$ cat config.mk
export PLATFORM = sky130hd
export DESIGN_NAME = sqvb_ctrl
export DESIGN_NICKNAME = d
export VERILOG_FILES = /design/src/hdl/sqvb_pkg.sv /design/src/hdl/sqvb_ctrl.sv
export SDC_FILE = /design/constraint.sdc
export NUM_CORES = 1
export LEC_CHECK = 0
export CAP_MARGIN = 5
export CORE_UTILIZATION = 50
export CTS_BUF_LIST = sky130_fd_sc_hd__clkbuf_2
export DETAILED_ROUTE_END_ITERATION = 10
export DONT_BUFFER_PORTS = 1
export GPL_TIMING_DRIVEN = 0
export PLACE_DENSITY_LB_ADDON = 0.08
export SLEW_MARGIN = 20
export SYNTH_ARGS = -nofsm -noshare
export SYNTH_HDL_FRONTEND = slang
export SYNTH_SLANG_ARGS = --single-unit
$ cat constraint.sdc
create_clock -name clk -period 3.9 [get_ports clk]
set_input_delay 0 -clock clk [delete_from_list [all_inputs] [get_ports clk]]
set_output_delay 0 -clock clk [all_outputs]
set_load 0.01 [all_outputs]
$ cat src/hdl/sqvb_pkg.sv
// ----------------------------------------------------------------------------
// sqvb_pkg
// shared types, constants and the quarter-wave sine table for the quad batcher
// ----------------------------------------------------------------------------
package sqvb_pkg;

  // batch quad cap, applied to the quad limit register
  localparam int MAX_QUADS      = 16384;
  localparam int QUAD_CAP       = (MAX_QUADS < 16384) ? MAX_QUADS : 16384;
  localparam int QCOUNT_W       = 15;
  localparam int SCOUNT_W       = 6;
  localparam int SLOT_W         = 5;
  localparam int IDX_COUNT_W    = 17;
  localparam int CFG_DATA_W     = 15;

  // config register indexes
  localparam logic CFG_QUAD_LIMIT = 1'b0;
  localparam logic CFG_SLOT_LIMIT = 1'b1;

  // sine table: 1024 entries per turn, stored as one quarter plus the end point
  localparam int SINE_TABLE_DEPTH = 1024;
  localparam int SINE_IDX_W       = 10;
  localparam int QTAB_LEN         = SINE_TABLE_DEPTH / 4 + 1;
  localparam int QTAB_SHIFT       = 32 - SINE_IDX_W;  // phase bits below the index
  localparam longint unsigned Q30_ONE     = 64'd1073741824;
  localparam longint unsigned HALF_PI_Q30 = 64'd1686629713;
  localparam longint unsigned TAYLOR_DIV [7] = '{64'd6, 64'd20, 64'd42, 64'd72,
                                                64'd110, 64'd156, 64'd210};

  localparam logic [15:0] FLAT_TILING = 16'd256;

  typedef logic [30:0] qtab_t [QTAB_LEN];

  // controller to datapath commands
  typedef struct packed {
    logic       cap;
    logic       hit;
    logic       decide;
    logic       batch_reset;
    logic       flush_load;
    logic       mul;
    logic       commit;
    logic       sum;
    logic       emit;
    logic [1:0] cnt;
  } ctl_cmd_t;

  // datapath to controller status
  typedef struct packed {
    logic is_end;
    logic batch_empty;
    logic flush_needed;
    logic out_free;
  } dp_stat_t;

  // truncating q30 taylor series of sin over the first quarter turn
  function automatic qtab_t build_qtab();
    qtab_t             tab;
    longint unsigned   r;
    longint unsigned   x;
    longint unsigned   x2;
    longint unsigned   term;
    longint            sum;
    for (int j = 0; j < QTAB_LEN; j++) begin
      r    = longint'(j) << QTAB_SHIFT;
      x    = (r * HALF_PI_Q30) >> 30;
      x2   = (x * x) >> 30;
      term = x;
      sum  = longint'(x);
      for (int k = 0; k < 7; k++) begin
        term = ((term * x2) >> 30) / TAYLOR_DIV[k];
        if ((k % 2) == 0) sum = sum - longint'(term);
        else sum = sum + longint'(term);
      end
      if (sum < 0) sum = 0;
      if (sum > longint'(Q30_ONE)) sum = longint'(Q30_ONE);
      tab[j] = 31'(sum);
    end
    return tab;
  endfunction

  localparam qtab_t QTAB = build_qtab();

  // full-turn lookup by folding into the quarter table
  function automatic logic signed [31:0] sine_lookup(input logic [SINE_IDX_W-1:0] idx);
    logic [SINE_IDX_W-3:0] r;
    logic [SINE_IDX_W-2:0] j;
    logic signed [31:0]    mag;
    r = idx[SINE_IDX_W-3:0];
    if (idx[SINE_IDX_W-2]) j = (SINE_IDX_W-1)'(QTAB_LEN - 1) - {1'b0, r};
    else j = {1'b0, r};
    mag = signed'({1'b0, QTAB[j]});
    return idx[SINE_IDX_W-1] ? -mag : mag;
  endfunction

endpackage

$ cat src/hdl/sqvb_ctrl.sv
// ----------------------------------------------------------------------------
// sqvb_ctrl
// sequencer: match, decide, flush, multiply steps, then four corners
// ----------------------------------------------------------------------------
module sqvb_ctrl (
  input  logic               clk,
  input  logic               rst,
  input  logic               in_valid,
  output logic               in_stall,
  input  sqvb_pkg::dp_stat_t stat,
  output sqvb_pkg::ctl_cmd_t cmd
);

  typedef enum logic [6:0] {
    S_IDLE   = 7'b0000001,
    S_HIT    = 7'b0000010,
    S_DECIDE = 7'b0000100,
    S_FLUSH  = 7'b0001000,
    S_MUL    = 7'b0010000,
    S_SUM    = 7'b0100000,
    S_EMIT   = 7'b1000000
  } state_t;

  state_t     state, state_next;
  logic [1:0] cnt, cnt_next;

  always_ff @(posedge clk) begin
    if (rst) begin
      state <= S_IDLE;
      cnt   <= '0;
    end else begin
      state <= state_next;
      cnt   <= cnt_next;
    end
  end

  assign in_stall = (state != S_IDLE);

  always_comb begin
    state_next = state;
    cnt_next   = cnt;
    cmd        = '0;
    cmd.cnt    = cnt;
    unique case (state)
      S_IDLE: begin
        if (in_valid) begin
          cmd.cap    = 1'b1;
          state_next = S_HIT;
        end
      end
      S_HIT: begin
        cmd.hit    = 1'b1;
        state_next = S_DECIDE;
      end
      S_DECIDE: begin
        cmd.decide = 1'b1;
        cnt_next   = '0;
        if (stat.is_end) begin
          if (stat.batch_empty) begin
            cmd.batch_reset = 1'b1;
            state_next      = S_IDLE;
          end else begin
            state_next = S_FLUSH;
          end
        end else if (stat.flush_needed && !stat.batch_empty) begin
          state_next = S_FLUSH;
        end else begin
          // an empty batch still resets, without a word
          cmd.batch_reset = stat.flush_needed;
          state_next      = S_MUL;
        end
      end
      S_FLUSH: begin
        if (stat.out_free) begin
          cmd.flush_load = 1'b1;
          state_next     = stat.is_end ? S_IDLE : S_MUL;
        end
      end
      S_MUL: begin
        cmd.mul  = 1'b1;
        cnt_next = cnt + 2'd1;
        if (cnt == 2'd3) begin
          cmd.commit = 1'b1;
          state_next = S_SUM;
        end
      end
      S_SUM: begin
        cmd.sum    = 1'b1;
        state_next = S_EMIT;
      end
      S_EMIT: begin
        if (stat.out_free) begin
          cmd.emit   = 1'b1;
          cnt_next   = cnt + 2'd1;
          state_next = (cnt == 2'd3) ? S_IDLE : S_SUM;
        end
      end
      default: state_next = S_IDLE;
    endcase
  end

endmodule

==> results by group, run 1 <==
Critical path
  • Crit Path Class: flop to flop
  • Worst path required time: 4060 ps
  • Delay of the slowest critical-path stage: ~550 ps
  • Worst path slowest cell: or4_1
  • Buf/Inv on CP: 2
  • Worst setup EP type: flop
  • CP arrival: 2200 ps
  • Startpoint types: flop
  • Critical-path cell list: buf_6, or4_1, or3_1, buf_6, o21ai_4, a2bb2o_4
  • Cell family with most CP delay: simple AND/OR/NAND/NOR gates
  • Crit path depth: 6
  • Most common cell on crit path: buf_6
  • Crit-path max FO: 9
  • Worst R2R Path Depth: 6

STA
  • WHS: -9.72 ps
  • Max Fclk: between 400 and 500 MHz
  • Slew headroom: between 50% and 60%
  • Clk_skew: 16.7 ps
  • Worst Tran Pin Value: 600 ps
  • Setup repair after global routing missed its margin: no
  • Fin. max-slew vios: 0
  • Hold Fails Final Rpt: 1
  • Setup violators final: 0
  • Period Utilization, post-route: 52.4%
  • Setup TNS: 0 ps
  • Post-layout min period: about 2000 ps

Power
  • Register share of total power: 48.8%
  • Psw: around 63 uW
  • Worst vdd ir: 0.152 mV
  • Pleak: 0.000334 uW
  • Clock power share: 32.4%
  • Switch share: 31.3%
  • Int Power: 138 uW
  • Power Density: 260 nW/um^2
  • Part of the power in combinational logic: 18.8%

GRT
  • Initial antenna violation count: 0
  • Largest net degree at the start of global routing: 11
  • First-pass GRT wire length: ~2500 um
  • Number of global-route vias before repair: 570
  • All-layer global routing usage: 24.7%
  • Gr ovfl total: 0

Yosys
  • Yosys cell types: 36
  • Mapped Avg Cell Area: 7.99 um^2
  • Post-synth EDFFs: 0
  • Flops & latches, synth: 9
  • Sequential share of the synthesized area: 25.6%
  • Mapped cell area: 703 um^2
  • Top FF cell, synth: dfxtp_1
  • Ys async rst share: 0%
  • Syn Nets: 96
  • Post-Syn Instances: 88
  • Synth warnings: 0

CTS
  • Reg clk slew, reported paths: 110 ps
  • Clock Sink Count: 9
  • Number of clock buffers inserted by TritonCTS: 3
  • H-Tree Depth: 1
  • Cts hold-fix bufs: 1
  • CTS tree: done
  • Worst skew pair latency: 270 ps
  • # Post-CTS Setup Buffers: 0
  • CTS root buf: clkbuf_2
  • Clock Tree Buf Depth: 2
  • Post-CTS sizing: 0

Die
  • Row count: 13
  • Initial Util: between 50 and 60%
  • Die height: 39.5 um
  • Placeable Area: 1300 um^2
  • Top Ports: 19
  • Die area: between 1500 and 2000 um^2
  • Die W: 39.5 um

Routing
  • Initial detailed-routing violation count: 35
  • DRT Pass-1 Iters: 4
  • DRT Wirelength: 1690 um
  • # DRC: 0
  • Drt via density: ~6.3
  • ANT nets after route: 0
  • Wire per inst: 15.3 um
  • Via count: approximately 690

Finish
  • Commonest non-fill, non-tap cell in the layout: nor2_1
  • Area growth syn-to-layout: 9.79%
  • Diode count: 0
  • Share of cells above drive strength 1: approximately 16%
  • Post-Layout Cell Count: 110
  • Most frequent cells in the layout: nor2_1 (10), dfxtp_1 (9)
  • NumNets Final: 104

Status
  • Failing checks: negative hold slack
  • Status: complete, but fails checks

Place
  • Port buffer count: 0
  • Final GP Congestion: 0.863
  • Post-placement cell count: 103
  • HPWL after DPL: around 1200 um

Hold path
  • Hold Crit Depth: 2
  • Hold Path Class: primary input to flop

Run
  • Max cap viols: 0
==> Yosys cell counts (3+ instances only) <==
| cell | n | area, um^2 |
|---|---|---|
| a21oi_1 | 3 | 15.0 |
| a31oi_1 | 3 | 18.8 |
| buf_2 | 4 | 20.0 |
| dfxtp_1 | 9 | 180 |
| inv_1 | 5 | 18.8 |
| nand2b_1 | 4 | 25.0 |
| nand3_1 | 5 | 25.0 |
| nor2_1 | 10 | 37.5 |
| nor2b_1 | 3 | 18.8 |
| nor3_1 | 5 | 25.0 |
| nor4_1 | 4 | 25.0 |
| nor4b_1 | 5 | 43.8 |
==> power by group through the flow <==
stage,Sequential (uW),Clock [uW],Combinational (uW)
finish,98.2,65.1,37.8
global placement,99.8,0,34.9
floorplan,98.9,0,29.7
CTS,98.1,62.8,36.7
detailed placement,100,0,35.3
global route,98.7,68.2,41.0
==> flip-flops by register name, summed over array words and instances (netlist names) <==
name,count
cnt,2
state,7
==> per-stage QoR <==
stage	utilization [%]	power, uW	area [um^2]	setup slack [ps]	hold slack, ps
detailed placement	55.5	135	722	1870	118
CTS	57.8	198	752	1860	8.00
global placement	55.5	135	722	1890	115
finish	59.3	201	772	1860	-9.72
floorplan	-	129	703	1990	110
global route	59.3	208	772	1740	0.00142
==> layout make-up <==
class	count	area [um^2]
multi-input combinational	68	462
fill	124	529
timing repair buffer	3	30.0
inverter	5	18.8
sequential	9	180
clock buffer	4	20.0
tap	15	18.8
buffer	6	42.5
==> worst paths after layout <==
check,from,end,slack (ps)
setup / recovery,state[5]$_SDFFE_PP0P_,state[4]$_SDFFE_PP0P_,1860
hold / removal,stat[3],state[0]$_SDFFE_PP1P_,-10
setup reg to reg,state[5]$_SDFFE_PP0P_,state[4]$_SDFFE_PP0P_,1860
hold reg to reg,cnt[1]$_SDFFE_PP0P_,cnt[1]$_SDFFE_PP0P_,540
==> metal layers <==
layer / wire length [um] / GRT usage (%)
met5: 0 / 0
met4: 31 / 12.9
met3: 94 / 5.68
met2: 713 / 32.4
met1: 847 / 36.2
==> kinds of logic (layout without fill, tap and decap cells) <==
logic type	count (synthesis)	count (layout)	synth area share (%)
fa+ha+maj	1	1	1.78
simple gates	51	51	44.5
compound gates	15	15	18.2
xor+xnor	1	1	1.25
flops	9	9	25.6
buf+inv	11	18	8.72
(Power assumes the default switching activity.)
==> run 2: changes to the inputs <==
==> constraint.sdc (replaced) <==
create_clock -name clk -period 1.7 [get_ports clk]
set_input_delay 0 -clock clk [delete_from_list [all_inputs] [get_ports clk]]
set_output_delay 0 -clock clk [all_outputs]
set_load 0.01 [all_outputs]
==> results by group, run 2 (synthesis results as in run 1) <==
Power
  • Register share of total power: about 47%
  • Switch share: between 30% and 40%
  • Clock power share: 30.0%
  • Worst vdd ir: 0.393 mV
  • Psw: 150 uW
  • Power Density: 538 nW/um^2
  • Part of the power in combinational logic: 23.0%
  • Pleak: 0.000363 uW
  • Int Power: 331 uW

Critical path
  • CP arrival: 2040 ps
  • Worst path required time: 1860 ps
  • Crit Path Class: flop to flop
  • Startpoint types: flop
  • Crit-path max FO: 5
  • Delay of the slowest critical-path stage: ~520 ps
  • Buf/Inv on CP: 1
  • Cell family with most CP delay: simple AND/OR/NAND/NOR gates
  • Critical-path cell list: or4_4, or3_1, buf_6, o21ai_4, a2bb2o_4
  • Worst path slowest cell: or4_4
  • Worst setup EP type: flop

Finish
  • Register area: 195 um^2
  • Multi-input logic area: 520 um^2
  • NumNets Final: 110
  • Diode count: 0
  • Most frequent cells in the layout: nor2_1 (9), buf_4 (7), dfxtp_2 (6), nor4b_1 (5), inv_1 (5)
  • Commonest non-fill, non-tap cell in the layout: nor2_1
  • Max reg flops: 7
  • Area growth syn-to-layout: 27.2%
  • Final non-filler cell area: 895 um^2
  • Top Registers: state: 7 flops, cnt: 2 flops
  • Top reg by flops: state
  • Share of cells above drive strength 1: 39.6%
  • Fillers: 107

STA
  • Fin. max-slew vios: 0
  • Setup repair after global routing missed its margin: yes
  • Post-layout min period: 1880 ps
  • Clk_skew: 3.41 ps
  • Hold Fails Final Rpt: 0
  • Max Fclk: 531 MHz
  • WHS: 5.80 ps
  • Slew headroom: 68.1%
  • Period Utilization, post-route: 111%
  • Worst setup slack after layout: -183 ps
  • Setup violators final: 5
  • Worst Tran Pin Value: 471 ps

Status
  • Status: complete, but fails checks
  • Failing checks: negative setup slack

Run
  • Max cap viols: 0

GRT
  • Gr ovfl total: 0
  • All-layer global routing usage: between 20% and 30%
  • First-pass GRT wire length: 2870 um
  • Number of global-route vias before repair: 683
  • Initial antenna violation count: 0
  • Largest net degree at the start of global routing: 11

CTS
  • H-Tree Depth: 1
  • Clock Sink Count: 9
  • Worst skew pair latency: 260 ps
  • Clock Tree Buf Depth: 2
  • CTS root buf: clkbuf_2
  • Reg clk slew, reported paths: ~100 ps
  • CTS tree: done
  • Number of clock buffers inserted by TritonCTS: 3

Hold path
  • Hold Path Class: primary input to flop

Routing
  • DRT Pass-1 Iters: 4
  • ANT nets after route: 0
  • Wire per inst: roughly 16 um
  • Highest Signal Layer: met4
  • Initial detailed-routing violation count: 36
  • DRT Wirelength: 1900 um
  • # DRC: 0
  • Via count: 765
  • Met1 Wirelength: 746 um
  • Met3 wire length: 178 um
  • Met2 WL: between 900 and 1000 um
  • Drt via density: 6.59

Die
  • Die area: roughly 1600 um^2
  • Placeable Area: 1300 um^2
  • Die height: 39.5 um
  • Top Ports: 19
  • Die W: 39.5 um
  • Initial Util: 54.0%
  • Row count: 13

Place
  • Final GP Congestion: 0.817
  • Port buffer count: 0
  • Area after DPL: a little over 700 um^2
  • HPWL after DPL: 1220 um
## run 2: cell count changes in the layout (fill, tap and decap cells not counted), sizes merged
cell and delta:
dlygate4sd3 -1, buf +7
## run 2: layout make-up
class | count | share of cell area [%]
clock buffers | 4 | 2.24
plain buffers | 5 | 3.78
flip-flops and latches | 9 | 21.8
inverters | 5 | 2.10
well taps | 15 | 2.10
multi-input cells | 68 | 58.2
repair buffers | 10 | 9.79
## run 2: final timing paths
path                         start                    end  slack (ps)  cells after the start
max          state[2]$_SDFFE_PP0P_  state[4]$_SDFFE_PP0P_        -180                      5
min                        stat[2]  state[3]$_SDFFE_PP0P_           6                      2
max reg2reg  state[2]$_SDFFE_PP0P_  state[4]$_SDFFE_PP0P_        -180                      5
min reg2reg    cnt[1]$_SDFFE_PP0P_    cnt[1]$_SDFFE_PP0P_         520                      2
## run 2: repair_timing
item,in CTS,in global routing
hold buffers,1,1
pin swaps,6,2
endpoints found under the hold margin,2,1
buffers inserted,7,1
resized for setup,23,3
endpoints found under the setup margin,11,9
## run 2: worst register-to-register path, cell delays in order, from the launching register on
cell	delay, ps
dfxtp_4	370
or4_4	520
or3_1	330
buf_6	150
o21ai_4	180
a2bb2o_4	230
## run 2: through the flow
| stage | util, % | setup TNS (ps) | worst slack (ps) | total power [uW] | std cells |
|---|---|---|---|---|---|
| 2_1_floorplan | - | -152 | -99.7 | 296 | 88 |
| 3_3_place_gp | 55.6 | -714 | -206 | 309 | 103 |
| 3_5_place_dp | 55.6 | -972 | -251 | 311 | 103 |
| 4_1_cts | 66.5 | -594 | -152 | 475 | 114 |
| 5_1_grt | 68.8 | -954 | -215 | 504 | 116 |
| 6_report | 68.8 | -724 | -183 | 481 | 116 |
## run 2: power groups by stage
stage / registers, uW / logic, uW / clock network, uW
after floorplan: 227 / 69.0 / 0
after global placement: 230 / 79.2 / 0
after detailed placement: 230 / 81.4 / 0
after CTS: 225 / 105 / 145
after global routing: 227 / 121 / 157
final: 226 / 111 / 144
## run 2: per-layer routing
metal	track usage, %	up-vias
met5	0	-
met1	31.3	351
met3	11.4	6
li1	-	355
met4	10.3	0
met2	47.5	53
==> run 3: changes to the inputs <==
--- a/config.mk
+++ b/config.mk
@@ -12,6 +12,7 @@
 export DONT_BUFFER_PORTS = 1
 export GPL_TIMING_DRIVEN = 0
 export PLACE_DENSITY_LB_ADDON = 0.08
+export SKIP_CTS_REPAIR_TIMING = 1
 export SLEW_MARGIN = 20
 export SYNTH_ARGS = -nofsm -noshare
 export SYNTH_HDL_FRONTEND = slang
==> results by group, run 3 (synthesis results as in run 1) <==
Status
  • Status: complete, but fails checks
  • Failing checks: negative setup slack

Finish
  • Top reg by flops: state
  • NumNets Final: roughly 110
  • Top Registers: state: 7 flops, cnt: 2 flops
  • Diode count: 0
  • Most frequent cells in the layout: buf_4 (12), nor2_1 (9), nor3_1 (5), nor4b_1 (5), inv_1 (5)
  • Area growth syn-to-layout: 27.4%
  • Post-Layout Cell Count: around 120
  • Share of cells above drive strength 1: 36.5%
  • Max reg flops: 7
  • Commonest non-fill, non-tap cell in the layout: buf_4

Routing
  • Via count: 760
  • DRT Wirelength: around 2000 um
  • DRT Pass-1 Iters: 4
  • ANT nets after route: 0
  • # DRC: 0
  • Wire per inst: 16.6 um
  • Initial detailed-routing violation count: 38
  • Drt via density: 6.39

STA
  • Worst Tran Pin Value: 518 ps
  • Period Utilization, post-route: 111%
  • Setup repair after global routing missed its margin: yes
  • Worst setup slack after layout: -180 ps
  • Setup violators final: 5
  • WHS: 17.9 ps
  • Slew headroom: between 60 and 70%
  • Max Fclk: 532 MHz
  • Post-layout min period: 1880 ps
  • Fin. max-slew vios: 0
  • Clk_skew: 3.84 ps
  • Hold Fails Final Rpt: 0

Critical path
  • Worst path required time: 1850 ps
  • Crit. Startpoint: state[2]$_SDFFE_PP0P_
  • Crit-path max FO: 5
  • Crit Path Class: flop to flop
  • Startpoint types: flop
  • Worst setup EP type: flop
  • CP arrival: 2030 ps
  • R2R Path Start: state[2]$_SDFFE_PP0P_

CTS
  • Worst skew pair latency: 250 ps
  • Clock Sink Count: 9
  • Number of clock buffers inserted by TritonCTS: 3
  • CTS tree: done
  • H-Tree Depth: 1
  • Reg clk slew, reported paths: around 100 ps
  • CTS root buf: clkbuf_2
  • Clock Tree Buf Depth: 2

Place
  • Final GP Congestion: around 0.8
  • Port buffer count: 0
  • Dpl ws: -251 ps
  • Post-placement cell count: 103
  • HPWL after DPL: 1220 um

GRT
  • Gr ovfl total: 0
  • Initial antenna violation count: 0
  • Largest net degree at the start of global routing: 11
  • All-layer global routing usage: between 20% and 30%
  • Number of global-route vias before repair: between 600 and 700
  • First-pass GRT wire length: 2660 um

Die
  • Placeable Area: 1300 um^2
  • Die area: 1560 um^2
  • Row count: 13
  • Initial Util: 54.0%
  • Top Ports: 19
  • Die height: 39.5 um
  • Die W: 39.5 um

Power
  • Power Density: 543 nW/um^2
  • Pleak: 0.000380 uW
  • Worst vdd ir: 0.462 mV

Hold path
  • Hold Path Class: primary input to flop
  • HP Start: stat[2]

Run
  • Max cap viols: 0
run 3: cell types whose count changed in the layout (fill, tap and decap cells not counted), moves of 2 or more:
cell     delta
buf_4       +5
buf_6       -2
dfxtp_1     +3
dfxtp_2     -4
run 3: layout make-up:
class | instances | area (um^2)
inverters | 5 | 18.8
repair buffers | 13 | 100
clock buffers | 4 | 20.0
flip-flops and latches | 9 | 194
fillers | 103 | 405
plain buffers | 5 | 31.3
well taps | 15 | 18.8
multi-input cells | 68 | 513
run 3: path summary, 6_finish.rpt:
kind                                end  slack (ps)  cells past startpoint
setup / recovery  state[4]$_SDFFE_PP0P_        -180                      5
hold reg to reg     cnt[1]$_SDFFE_PP0P_         550                      2
setup reg to reg  state[4]$_SDFFE_PP0P_        -180                      5
hold / removal    state[3]$_SDFFE_PP0P_          20                      2
run 3: per-stage QoR:
step | util (%) | setup TNS, ps | cell area [um^2] | total power (uW)
after floorplan | - | -152 | 704 | 296
after global placement | 55.6 | -714 | 723 | 309
after detailed placement | 55.6 | -972 | 723 | 311
after CTS | 57.1 | -1730 | 743 | 452
after global routing | 68.8 | -782 | 896 | 511
final | 68.8 | -480 | 896 | 487
run 3: worst max-delay path: stages, from the launching register on:
cell      delay (ps)
dfxtp_4          370
or4_4            510
or3_1            330
buf_6            150
o21ai_4          190
a2bb2o_4         230
run 3: report_power, final:
part,switching (uW),internal (uW),leakage [uW]
Combinational,60.4,61.1,0.000287
Sequential,9.37,214,0.0000755
Clock,79.5,62.5,0.0000166
run 3: routing by layer:
metal | global-route usage (%) | share of wire, %
met5 | 0 | 0
met4 | 2.59 | 0.30
met3 | 10.2 | 7.8
met2 | 43.0 | 52
met1 | 30.4 | 40
